[src/hw/rtl/rc4_ram.sv]
// ----------------------------------------------------------------------------
// Generic RAM
// Single write port, single read port, read data registered.
// ----------------------------------------------------------------------------
`default_nettype none

module rc4_ram #(
  parameter int WIDTH = 8,
  parameter int DEPTH = 256,
  localparam int AW   = $clog2(DEPTH)
) (
  input  wire logic             clk,
  input  wire logic             wr_en,
  input  wire logic [AW-1:0]    wr_addr,
  input  wire logic [WIDTH-1:0] wr_data,
  input  wire logic             rd_en,
  input  wire logic [AW-1:0]    rd_addr,
  output logic      [WIDTH-1:0] rd_data
);

  logic [WIDTH-1:0] mem_r [DEPTH];
  logic [WIDTH-1:0] rd_data_r;

  // Write port.
  always_ff @(posedge clk) begin
    if (wr_en) begin
      mem_r[wr_addr] <= wr_data;
    end
  end

  // Registered read port; the data holds while no read is issued.
  always_ff @(posedge clk) begin
    if (rd_en) begin
      rd_data_r <= mem_r[rd_addr];
    end
  end

  assign rd_data = rd_data_r;

endmodule

`default_nettype wire

[config.mk]
export PLATFORM = sky130hd
export DESIGN_NAME = rc4_ram
export DESIGN_NICKNAME = d
export VERILOG_FILES = /design/src/hw/rtl/rc4_ram.sv
export SDC_FILE = /design/constraint.sdc
export NUM_CORES = 2
export LEC_CHECK = 0
export ABC_AREA = 0
export BUFFER_PORTS_ARGS = -buffer_cell sky130_fd_sc_hd__buf_2
export CORE_ASPECT_RATIO = 1.2
export CORE_UTILIZATION = 47
export DETAILED_ROUTE_END_ITERATION = 16
export PLACE_DENSITY = 0.68
export SYNTH_ARGS = -nofsm -noshare
export SYNTH_HDL_FRONTEND = slang
export SYNTH_SLANG_ARGS = --single-unit
[constraint.sdc]
create_clock -name clk -period 3 [get_ports clk]
set_input_delay 0.15 -clock clk [delete_from_list [all_inputs] [get_ports clk]]
set_output_delay 0.15 -clock clk [all_outputs]
set_load 0.005 [all_outputs]
==> metrics <==
reported max-cap violation count 0; Storage cell area 61,740 µm²; WP data arrival 3.46 ns; clock root cell sky130_fd_sc_hd__clkbuf_16; Post-CTS Setup Bufs 0; post-layout total power 57,650 µW; Seq/Total Area, Yosys 77.53%; predominant post-synthesis flop cell sky130_fd_sc_hd__edfxtp_1; final number of hold-violating endpoints 0; antenna violations before repair 11; share of synthesized cell area in and, or, nand and nor gates 2.625%; share of synthesized cell area in full adder, half adder and majority cells 0%; number of synthesized register bits 2,056; Worst Setup Path Type register to register; xor/xnor cell area share of the yosys netlist 0%; routed vias/inst 6.064; proportion of layout cells with a drive suffix above 1 30.30%; post-route fraction of the period consumed by the critical path 97.33%; top achievable clock speed 0.3425 GHz; setup slack on the worst flop-to-flop path 0.08 ns; worst hold path endpoint mem_r[218][6]$_DFFE_PP_; Worst-path clk slew 0.06 ns; TritonCTS clock tree built; post-synthesis compound-gate area fraction 3.416%; instance count of the mapped netlist 3,733; area taken by multi-input logic gates 16,490 µm²; fill cell instance count of the final layout 12,570; Mapped Area 79,640 µm²; total cell area at the placement stage 86,430 µm²; final-stage net count 4,341; logic depth of the worst register-to-register path 8; Post-DRT Antenna Nets 0; Detail Route met2 WL 97,940 µm; total CTS buffers 186; worst supply voltage drop on vdd 0.6395 mV; routed vias 40,830; share of synthesized flip-flops with an asynchronous set or reset 0%; multiplexer area fraction after synthesis 14.60%; maximum buffer depth of the clock tree 3; area delta synth->final 15.93%; max layer used met5; Die Span Y 452.9 µm; row cnt 165; result of the run completed; number of synthesized flops with an enable pin 2,056; max_slew headroom 15.84%; overflow left after global routing 0; Yosys Warn Count 0; GRT Util Overall 23.27%; number of setup violations in the final report 0; via count of the first global-routing pass 41,020; initial cell density of the core 47.27%; average size of a mapped cell 21.33 µm²; pin count of the biggest net entering global routing 113; launching element type of the critical path register; synth unique cells 54; worst setup margin 0.07999 ns; cts repair resizes 0; slew of the pin with the lowest slew margin 1.251 ns; type of destination of the critical path register; worst slack at placement -0.6804 ns; crit path time final 2.920 ns; total leakage power 0.02954 µW; number of DRC violations after detailed routing 0; launch instance of the worst register-to-register path mem_r[129][1]$_DFFE_PP_; Power Density 624.5 nW/µm²; routed wl met3 16,420 µm; worst-skew pair later-pin latency 0.83 ns; wire length of the first global-routing pass 286,000 µm; final estimated routing congestion in global placement 0.8870; CTS sink count 2,056; DR WL/cell 29.36 µm; width of the chip 377.8 µm; core area 168,500 µm²; count of input and output buffers 34; CTS H-tree lvls 4; hold wc startpoint wr_data[6]; length of routed wiring on met1 75,820 µm; worst-path fanout max 1; Routed Wire Length 197,700 µm; die area 171,100 µm²; dominant combinational cell family by area after synthesis multiplexers; post-DP HPWL 129,300 µm; final slew viol count 0; final hold slack 0.006071 ns; commonest non-fill, non-tap cell in the layout sky130_fd_sc_hd__edfxtp_1; reg-to-reg critical path endpoint rd_data[1]$_DFFE_PP_; path type of the worst min-delay path input port to register; RSZ-0062 raised after global routing no; number of optimization iterations in the first detailed-route pass 5; highest-count cells in the layout ignoring fill and taps sky130_fd_sc_hd__edfxtp_1 (2,056), sky130_fd_sc_hd__buf_4 (531), sky130_fd_sc_hd__mux4_2 (454); count of routing violations after the opening detailed-route iteration 4,882; Worst Clk Skew 0.02221 ns; total I/O pin count 35; worst hold stages 1; number of nets produced by synthesis 3,760; data required time of the critical path 3.54 ns; post-route cell area 92,320 µm²
==> timing repair <==
action / in CTS / in global routing
hold buffers: 6 / 0
hold endpoints to repair: 312 / 0
endpoints found under the setup margin: 0 / 0
==> metrics by stage <==
step                TNS (ns)  instances  util (%)
floorplan                  0       3733         -
global placement      -3.143       6374     51.31
detailed placement    -3.330       6374     51.31
CTS                        0       6726     54.79
global route               0       6728     54.80
finish                     0       6732     54.80
==> worst max path at each step <==
stage                           endpoint                    start  cells past startpoint
floorplan           rd_data[2]$_DFFE_PP_               rd_addr[0]                      9
global placement    rd_data[2]$_DFFE_PP_               rd_addr[0]                     10
detailed placement  rd_data[2]$_DFFE_PP_               rd_addr[0]                     10
CTS                 rd_data[1]$_DFFE_PP_  mem_r[129][1]$_DFFE_PP_                      8
global route        rd_data[1]$_DFFE_PP_  mem_r[129][1]$_DFFE_PP_                      8
finish              rd_data[1]$_DFFE_PP_  mem_r[129][1]$_DFFE_PP_                      8
==> sequential cells by signal (all words and copies together), names as in the netlist <==
signal   cells
mem_r     2048
rd_data      8
==> cells in the mapped netlist, types with 10 or more instances <==
library cell	count	area, µm²
sky130_fd_sc_hd__o211ai_1	10	75.07
sky130_fd_sc_hd__nand2_1	33	123.9
sky130_fd_sc_hd__nor4_1	24	150.1
sky130_fd_sc_hd__mux2i_1	134	1341
sky130_fd_sc_hd__a22oi_1	133	998.5
sky130_fd_sc_hd__buf_1	22	82.58
sky130_fd_sc_hd__a21oi_1	96	480.5
sky130_fd_sc_hd__nor3_1	22	110.1
sky130_fd_sc_hd__clkbuf_1	111	416.7
sky130_fd_sc_hd__nand4_1	10	62.56
sky130_fd_sc_hd__nor2b_1	31	193.9
sky130_fd_sc_hd__o21ai_0	10	50.05
sky130_fd_sc_hd__nor2_1	282	1059
sky130_fd_sc_hd__mux4_2	454	10220
sky130_fd_sc_hd__buf_8	13	195.2
sky130_fd_sc_hd__edfxtp_1	2056	61740
sky130_fd_sc_hd__buf_6	21	236.5
sky130_fd_sc_hd__o221ai_1	46	402.9
sky130_fd_sc_hd__buf_2	31	155.2
sky130_fd_sc_hd__nand3_1	34	170.2
sky130_fd_sc_hd__a211oi_1	16	120.1
sky130_fd_sc_hd__buf_4	27	202.7
sky130_fd_sc_hd__o22ai_1	28	175.2
sky130_fd_sc_hd__a221oi_1	13	113.9
==> worst max-delay path, cell delays in order (launching register included) <==
cell and delay [ns]:
sky130_fd_sc_hd__edfxtp_1 0.35, sky130_fd_sc_hd__mux4_1 0.55, sky130_fd_sc_hd__mux4_2 0.53, sky130_fd_sc_hd__nor2_1 0.13, sky130_fd_sc_hd__a2111oi_1 0.07, sky130_fd_sc_hd__buf_4 0.18
sky130_fd_sc_hd__nor3_1 0.50, sky130_fd_sc_hd__buf_4 0.26, sky130_fd_sc_hd__nor4_1 0.06
==> power breakdown <==
part / leakage (µW) / switching, µW / internal (µW)
logic: 0.00823 / 1930 / 1220
registers: 0.0185 / 37.3 / 31700
clock network: 0.00283 / 10400 / 12400
total: 0.0295 / 12300 / 45300
==> cell families (layout without fill, tap and decap cells) <==
kind of cell    count (synthesis)  after routing
buf+inv                       235            974
flops                        2056           2056
other cells                     0              6
mux                           591            591
simple gates                  466            466
compound gates                385            385
==> area by class of cell <==
class	count	share of cell area (%)
clock buffers	230	5.267
clock inverters	116	1.030
inverters	2	0.008132
flip-flops and latches	2056	66.87
diodes	6	0.01626
well taps	2254	3.055
multi-input cells	1442	17.86
repair buffers	626	5.894
==> metal layers <==
layer	global-route usage (%)	vias to the layer above
met3	3.743	387
met1	31.49	21630
li1	-	16870
met2	38.16	1932
met4	8.676	14
met5	0	-
(Power assumes the default switching activity.)
