--- src/hw/rtl/rc4_pkg.sv ---
// ----------------------------------------------------------------------------
// RC4 package
// Shared types and constants of the RC4 stream cipher: item kinds, controller
// states and the request bundle to the permutation store.
// ----------------------------------------------------------------------------
`default_nettype none

package rc4_pkg;

  // Width of one byte lane and of the key length register.
  localparam int BYTE_W    = 8;
  localparam int KEY_LEN_W = 9;

  // The key store always holds a full 256 bytes.
  localparam int KEY_DEPTH = 256;

  // Key length after reset.
  localparam logic [KEY_LEN_W-1:0] KEY_LEN_RESET = 9'd16;

  // Largest key length that is taken as written.
  localparam logic [KEY_LEN_W-1:0] KEY_LEN_MAX = 9'd256;

  // Kind of an input item, carried on tuser.
  typedef enum logic [1:0] {
    ACT_LOAD     = 2'd0,
    ACT_SCHEDULE = 2'd1,
    ACT_CRYPT    = 2'd2
  } act_t;

  // Controller states.
  typedef enum logic [3:0] {
    ST_IDLE,
    ST_SCH_RD,
    ST_SCH_ADD,
    ST_SCH_J,
    ST_SCH_SWAP,
    ST_SCH_W2,
    ST_CR_J,
    ST_CR_SWAP,
    ST_CR_OUT
  } state_t;

  // Requests to the permutation store. Addresses are full bytes; the store
  // uses as many low bits as its depth needs.
  typedef struct packed {
    logic              clear;
    logic              rd_en;
    logic [BYTE_W-1:0] rd_addr;
    logic              wr_en;
    logic [BYTE_W-1:0] wr_addr;
    logic [BYTE_W-1:0] wr_data;
  } perm_req_t;

endpackage

`default_nettype wire

--- src/hw/rtl/rc4_ram.sv ---
// ----------------------------------------------------------------------------
// Generic RAM
// Single write port, single read port, read data registered.
// ----------------------------------------------------------------------------
`default_nettype none

module rc4_ram #(
  parameter int WIDTH = 8,
  parameter int DEPTH = 256,
  localparam int AW   = $clog2(DEPTH)
) (
  input  wire logic             clk,
  input  wire logic             wr_en,
  input  wire logic [AW-1:0]    wr_addr,
  input  wire logic [WIDTH-1:0] wr_data,
  input  wire logic             rd_en,
  input  wire logic [AW-1:0]    rd_addr,
  output logic      [WIDTH-1:0] rd_data
);

  logic [WIDTH-1:0] mem_r [DEPTH];
  logic [WIDTH-1:0] rd_data_r;

  // Write port.
  always_ff @(posedge clk) begin
    if (wr_en) begin
      mem_r[wr_addr] <= wr_data;
    end
  end

  // Registered read port; the data holds while no read is issued.
  always_ff @(posedge clk) begin
    if (rd_en) begin
      rd_data_r <= mem_r[rd_addr];
    end
  end

  assign rd_data = rd_data_r;

endmodule

`default_nettype wire

--- src/hw/rtl/rc4_perm.sv ---
// ----------------------------------------------------------------------------
// RC4 permutation store
// Table memory with one valid bit per entry. An entry that has not been
// written since reset or since the last clear reads as its own index, which
// gives the identity permutation without a clearing sweep.
// ----------------------------------------------------------------------------
`default_nettype none

module rc4_perm
  import rc4_pkg::*;
#(
  parameter int STATE_SIZE = 256
) (
  input  wire logic              clk,
  input  wire logic              rst_n,
  input  wire perm_req_t         req,
  output logic      [BYTE_W-1:0] rd_data
);

  localparam int IDX_W = $clog2(STATE_SIZE);

  logic [STATE_SIZE-1:0] vld_r;
  logic                  vld_q_r;
  logic [IDX_W-1:0]      addr_q_r;
  logic [BYTE_W-1:0]     ram_q;

  // Valid bits: cleared at reset and at the start of a key schedule.
  always_ff @(posedge clk) begin
    if (!rst_n) begin
      vld_r <= '0;
    end else if (req.clear) begin
      vld_r <= '0;
    end else if (req.wr_en) begin
      vld_r[req.wr_addr[IDX_W-1:0]] <= 1'b1;
    end
  end

  // Valid bit and address follow the read data through the read register.
  always_ff @(posedge clk) begin
    if (!rst_n) begin
      vld_q_r <= 1'b0;
    end else if (req.rd_en) begin
      vld_q_r <= vld_r[req.rd_addr[IDX_W-1:0]];
    end
  end

  always_ff @(posedge clk) begin
    if (req.rd_en) begin
      addr_q_r <= req.rd_addr[IDX_W-1:0];
    end
  end

  rc4_ram #(
    .WIDTH (BYTE_W),
    .DEPTH (STATE_SIZE)
  ) u_ram (
    .clk     (clk),
    .wr_en   (req.wr_en),
    .wr_addr (req.wr_addr[IDX_W-1:0]),
    .wr_data (req.wr_data),
    .rd_en   (req.rd_en),
    .rd_addr (req.rd_addr[IDX_W-1:0]),
    .rd_data (ram_q)
  );

  // Unwritten entries read as their index.
  assign rd_data = vld_q_r ? ram_q : BYTE_W'(addr_q_r);

endmodule

`default_nettype wire

--- config.mk ---
export PLATFORM = sky130hd
export DESIGN_NAME = rc4_perm
export DESIGN_NICKNAME = d
export VERILOG_FILES = /design/src/hw/rtl/rc4_pkg.sv /design/src/hw/rtl/rc4_ram.sv /design/src/hw/rtl/rc4_perm.sv
export SDC_FILE = /design/constraint.sdc
export NUM_CORES = 2
export LEC_CHECK = 0
export BUFFER_PORTS_ARGS = -buffer_cell sky130_fd_sc_hd__clkbuf_2
export CORE_MARGIN = 2
export CORE_UTILIZATION = 40
export DETAILED_ROUTE_END_ITERATION = 6
export GPL_TIMING_DRIVEN = 0
export SYNTH_ARGS = -nofsm -noshare
export SYNTH_HDL_FRONTEND = slang
export SYNTH_SLANG_ARGS = --single-unit
--- constraint.sdc ---
create_clock -name clk -period 3.92 [get_ports clk]
set_clock_uncertainty 0.05 [all_clocks]
set_input_delay 0 -clock clk [delete_from_list [all_inputs] [get_ports clk]]
set_output_delay 0 -clock clk [all_outputs]
set_load 0.02 [all_outputs]
==> results.cfg <==
[critical_path]
critical_path.max_fanout = 10
cp-end-kind = flop
crit_start = req[19]
crit_required_ns = 4.55
r2r_slack_ns = 0.53
crit_arrival_ns = 4.72
reg2regPathDepth = 6
reg2reg_to = u_ram.rd_data[1]$_DFFE_PP_
critPathKind = input port to flop
r2r-start = u_ram.mem_r[95][1]$_DFFE_PP_
cp-start-kind = input port
setup.worst_path.end = u_ram.rd_data[3]$_DFFE_PP_

[placed_design]
portBuffers = 30
dp_slack_ns = -1.41
dp_cells = 7557
gp_congestion = 1.02
dp_hpwl_um = 187000

[clock_network]
clock-sinks = 2321
clk_pin_slew_ns = 0.06
clk_root_buffer_cell = clkbuf_16
h-tree-depth = 4
postCtsSetupRepairBufs = 0
clock_path_buffers = 3
clk_latency_ns = 0.88
cts_tree = built
cts_made_buffers = 230

[status]
failed_checks = max-capacitance violations, max-slew violations, negative setup slack
status = finished, violations left

[synthesis]
yosys.area_share.simple = 0.0393
synthTopCellsByArea = edfxtp_1, mux4_2, dfxtp_1, nor2_1, a22oi_1
ys_seq_elements = 2321
synth_top_family_by_area = multiplexers
synth_async_sr_flop_share = 0
synth_nets = 4581
synth.avg_cell_area_um2 = 19.4
synth_area_leader_cell = edfxtp_1
yosysWarningCount = 0
synthAdderAreaFrac = 0
synth.distinct_cells = 45
ys_seq_area_frac = 0.759
synthTopCellsByCount = edfxtp_1, nor2_1, mux4_2
synth_compound_area_frac = 0.0378
yosysMostFrequentCell = edfxtp_1
synth.mux.area_fraction = 0.148
ys.flop_type = edfxtp_1
synthXorXnorAreaFrac = 0
synth_edf_count = 2064
synth_cells = 4552
mappedNetlistArea_mm2 = 0.0884
synthDominantCellAreaShare = 0.701

[power_and_ir_drop]
ir_drop_mv = 0.488
p_per_area_mw_per_mm2 = 509
power.total_mw = 51.2
p_leak_nw = 30.8

[timing]
hold_viol = 0
period_minus_slack_ns = 4.09
rsz0062_at_grt = false
max_freq_mhz = 244
hold_slack_ns = 0.0648
setup_viol = 7
tightest_slew_ns = 1.66
slew_viol_final = 56
relSlewSlack = -0.107
finalWorstSetupSlack_ns = -0.172
finalCritPeriodShare = 1.04

[finish]
area_growth_pct = 13.7
fin_nets = 4896
fillerInstances = 18543
fin_cells = 8028
drive_above_1_share = 0.218

[global_route]
grt_pass1_wl_um = 373000
grt_pass1_vias = 46417
antenna_found_initial = 14
grt_overflow = 0
grt_start_max_net_pins = 136
grtUsageTotal = 0.242

[floorplanning]
die_w_um = 474
fp-row-count = 172
start_util = 0.403
die_y_um = 474
dieArea_mm2 = 0.225
coreArea_mm2 = 0.220
ios = 37

[worst_hold_path]
min_path_type = input port to flop

[run]
cap_viol_max_count = 6

[routing]
postRouteAntennaNets = 0
drtIter0Drc = 7363
wirelength_um = 275000
drt_first_pass_iters = 7
vias = 47976
routed_via_density = 5.98
post_drt_wl_per_cell_um = 34.2
drc = 0
-- critical path, cell delays in order --
cell	delay, ns
clkbuf_2	0.15
clkbuf_1	0.65
and2_1	0.22
buf_2	0.34
clkbuf_1	0.88
clkbuf_1	0.58
a22oi_1	0.23
a21oi_1	0.59
nor4_1	0.18
o22ai_1	0.49
or2_1	0.37
-- routing by layer --
| layer | global-route usage | wire (µm) | up-vias |
|---|---|---|---|
| li1 | - | - | 19097 |
| met1 | 0.325 | 107000 | 25396 |
| met4 | 0.110 | 14000 | 8 |
| met5 | 0 | 124 | - |
| met3 | 0.0617 | 28300 | 600 |
| met2 | 0.370 | 126000 | 2875 |
-- logic make-up (layout without fill, tap and decap cells) --
family | after synthesis | count (layout)
flip-flops | 2321 | 2321
AND/OR/NAND/NOR | 861 | 861
multiplexers | 602 | 602
AO/OA/AOI/OAI | 479 | 479
buffers and inverters | 289 | 803
other | 0 | 4
-- cell usage in the layout, fill, tap and decap left out, types with 25 or more instances in the layout --
cell type / n
dlygate4sd3_1: 32
nand3_1: 25
nor4_1: 32
o21ba_2: 29
clkinv_2: 46
mux2i_1: 28
clkbuf_1: 229
clkbuf_8: 25
clkbuf_16: 233
nor2_1: 701
buf_2: 44
a21oi_1: 139
nand2_1: 33
dfxtp_1: 257
buf_6: 25
a22oi_1: 258
mux4_2: 566
clkinv_1: 42
edfxtp_1: 2064
clkbuf_2: 38
-- power by group --
| group | total (mW) | switching [mW] | internal [mW] |
|---|---|---|---|
| logic | 2.76 | 1.92 | 0.841 |
| registers | 27.0 | 0.0156 | 27.0 |
| clock network | 21.5 | 9.51 | 12.0 |
| total | 51.2 | 11.4 | 39.8 |
-- sequential cells by signal, indices dropped and copies added, names as in the netlist --
name / cells
vld_r: 256
u_ram.rd_data: 8
vld_q_r: 1
u_ram.mem_r: 2048
addr_q_r: 8
-- metrics by stage --
stage | util | TNS, ns | area, µm²
after global placement | 0.420 | -1886.76 | 92300
after floorplan | - | 0 | 88400
final | 0.458 | -0.956 | 101000
after CTS | 0.457 | 0 | 100000
after detailed placement | 0.423 | -10.92 | 92800
after global routing | 0.458 | 0 | 101000
-- what timing repair did --
| item | 4_1_cts | 5_1_grt |
|---|---|---|
| gates resized for setup | 8 | 0 |
| setup endpoints to repair | 8 | 0 |
| hold buffers | 32 | 0 |
| hold endpoints to repair | 1185 | 0 |
-- area by class of cell --
cell class	count	area, µm²	area share
Multi-Input combinational cell	1942	20000	0.199
Antenna cell	4	10.0	0.0000995
Inverter	4	15.0	0.000149
Sequential cell	2321	67100	0.667
Buffer	284	1390	0.0138
Clock inverter	119	996	0.00990
Timing Repair Buffer	84	1080	0.0107
Tap cell	2958	3700	0.0368
Clock buffer	312	6290	0.0625
-- worst min-delay path by stage --
| stage | start | to | slack [ns] | cells past startpoint |
|---|---|---|---|---|
| 3_3_place_gp | req[19] | addr_q_r[2]$_DFFE_PP_ | 0.25 | 1 |
| 2_1_floorplan | req[17] | addr_q_r[0]$_DFFE_PP_ | 0.05 | 0 |
| 3_5_place_dp | req[19] | addr_q_r[2]$_DFFE_PP_ | 0.26 | 1 |
| 6_report | req[21] | addr_q_r[4]$_DFFE_PP_ | 0.06 | 2 |
| 4_1_cts | req[13] | u_ram.mem_r[253][0]$_DFFE_PP_ | 0.04 | 3 |
| 5_1_grt | req[18] | addr_q_r[1]$_DFFE_PP_ | 0.04 | 2 |
(Power assumes the default switching activity.)
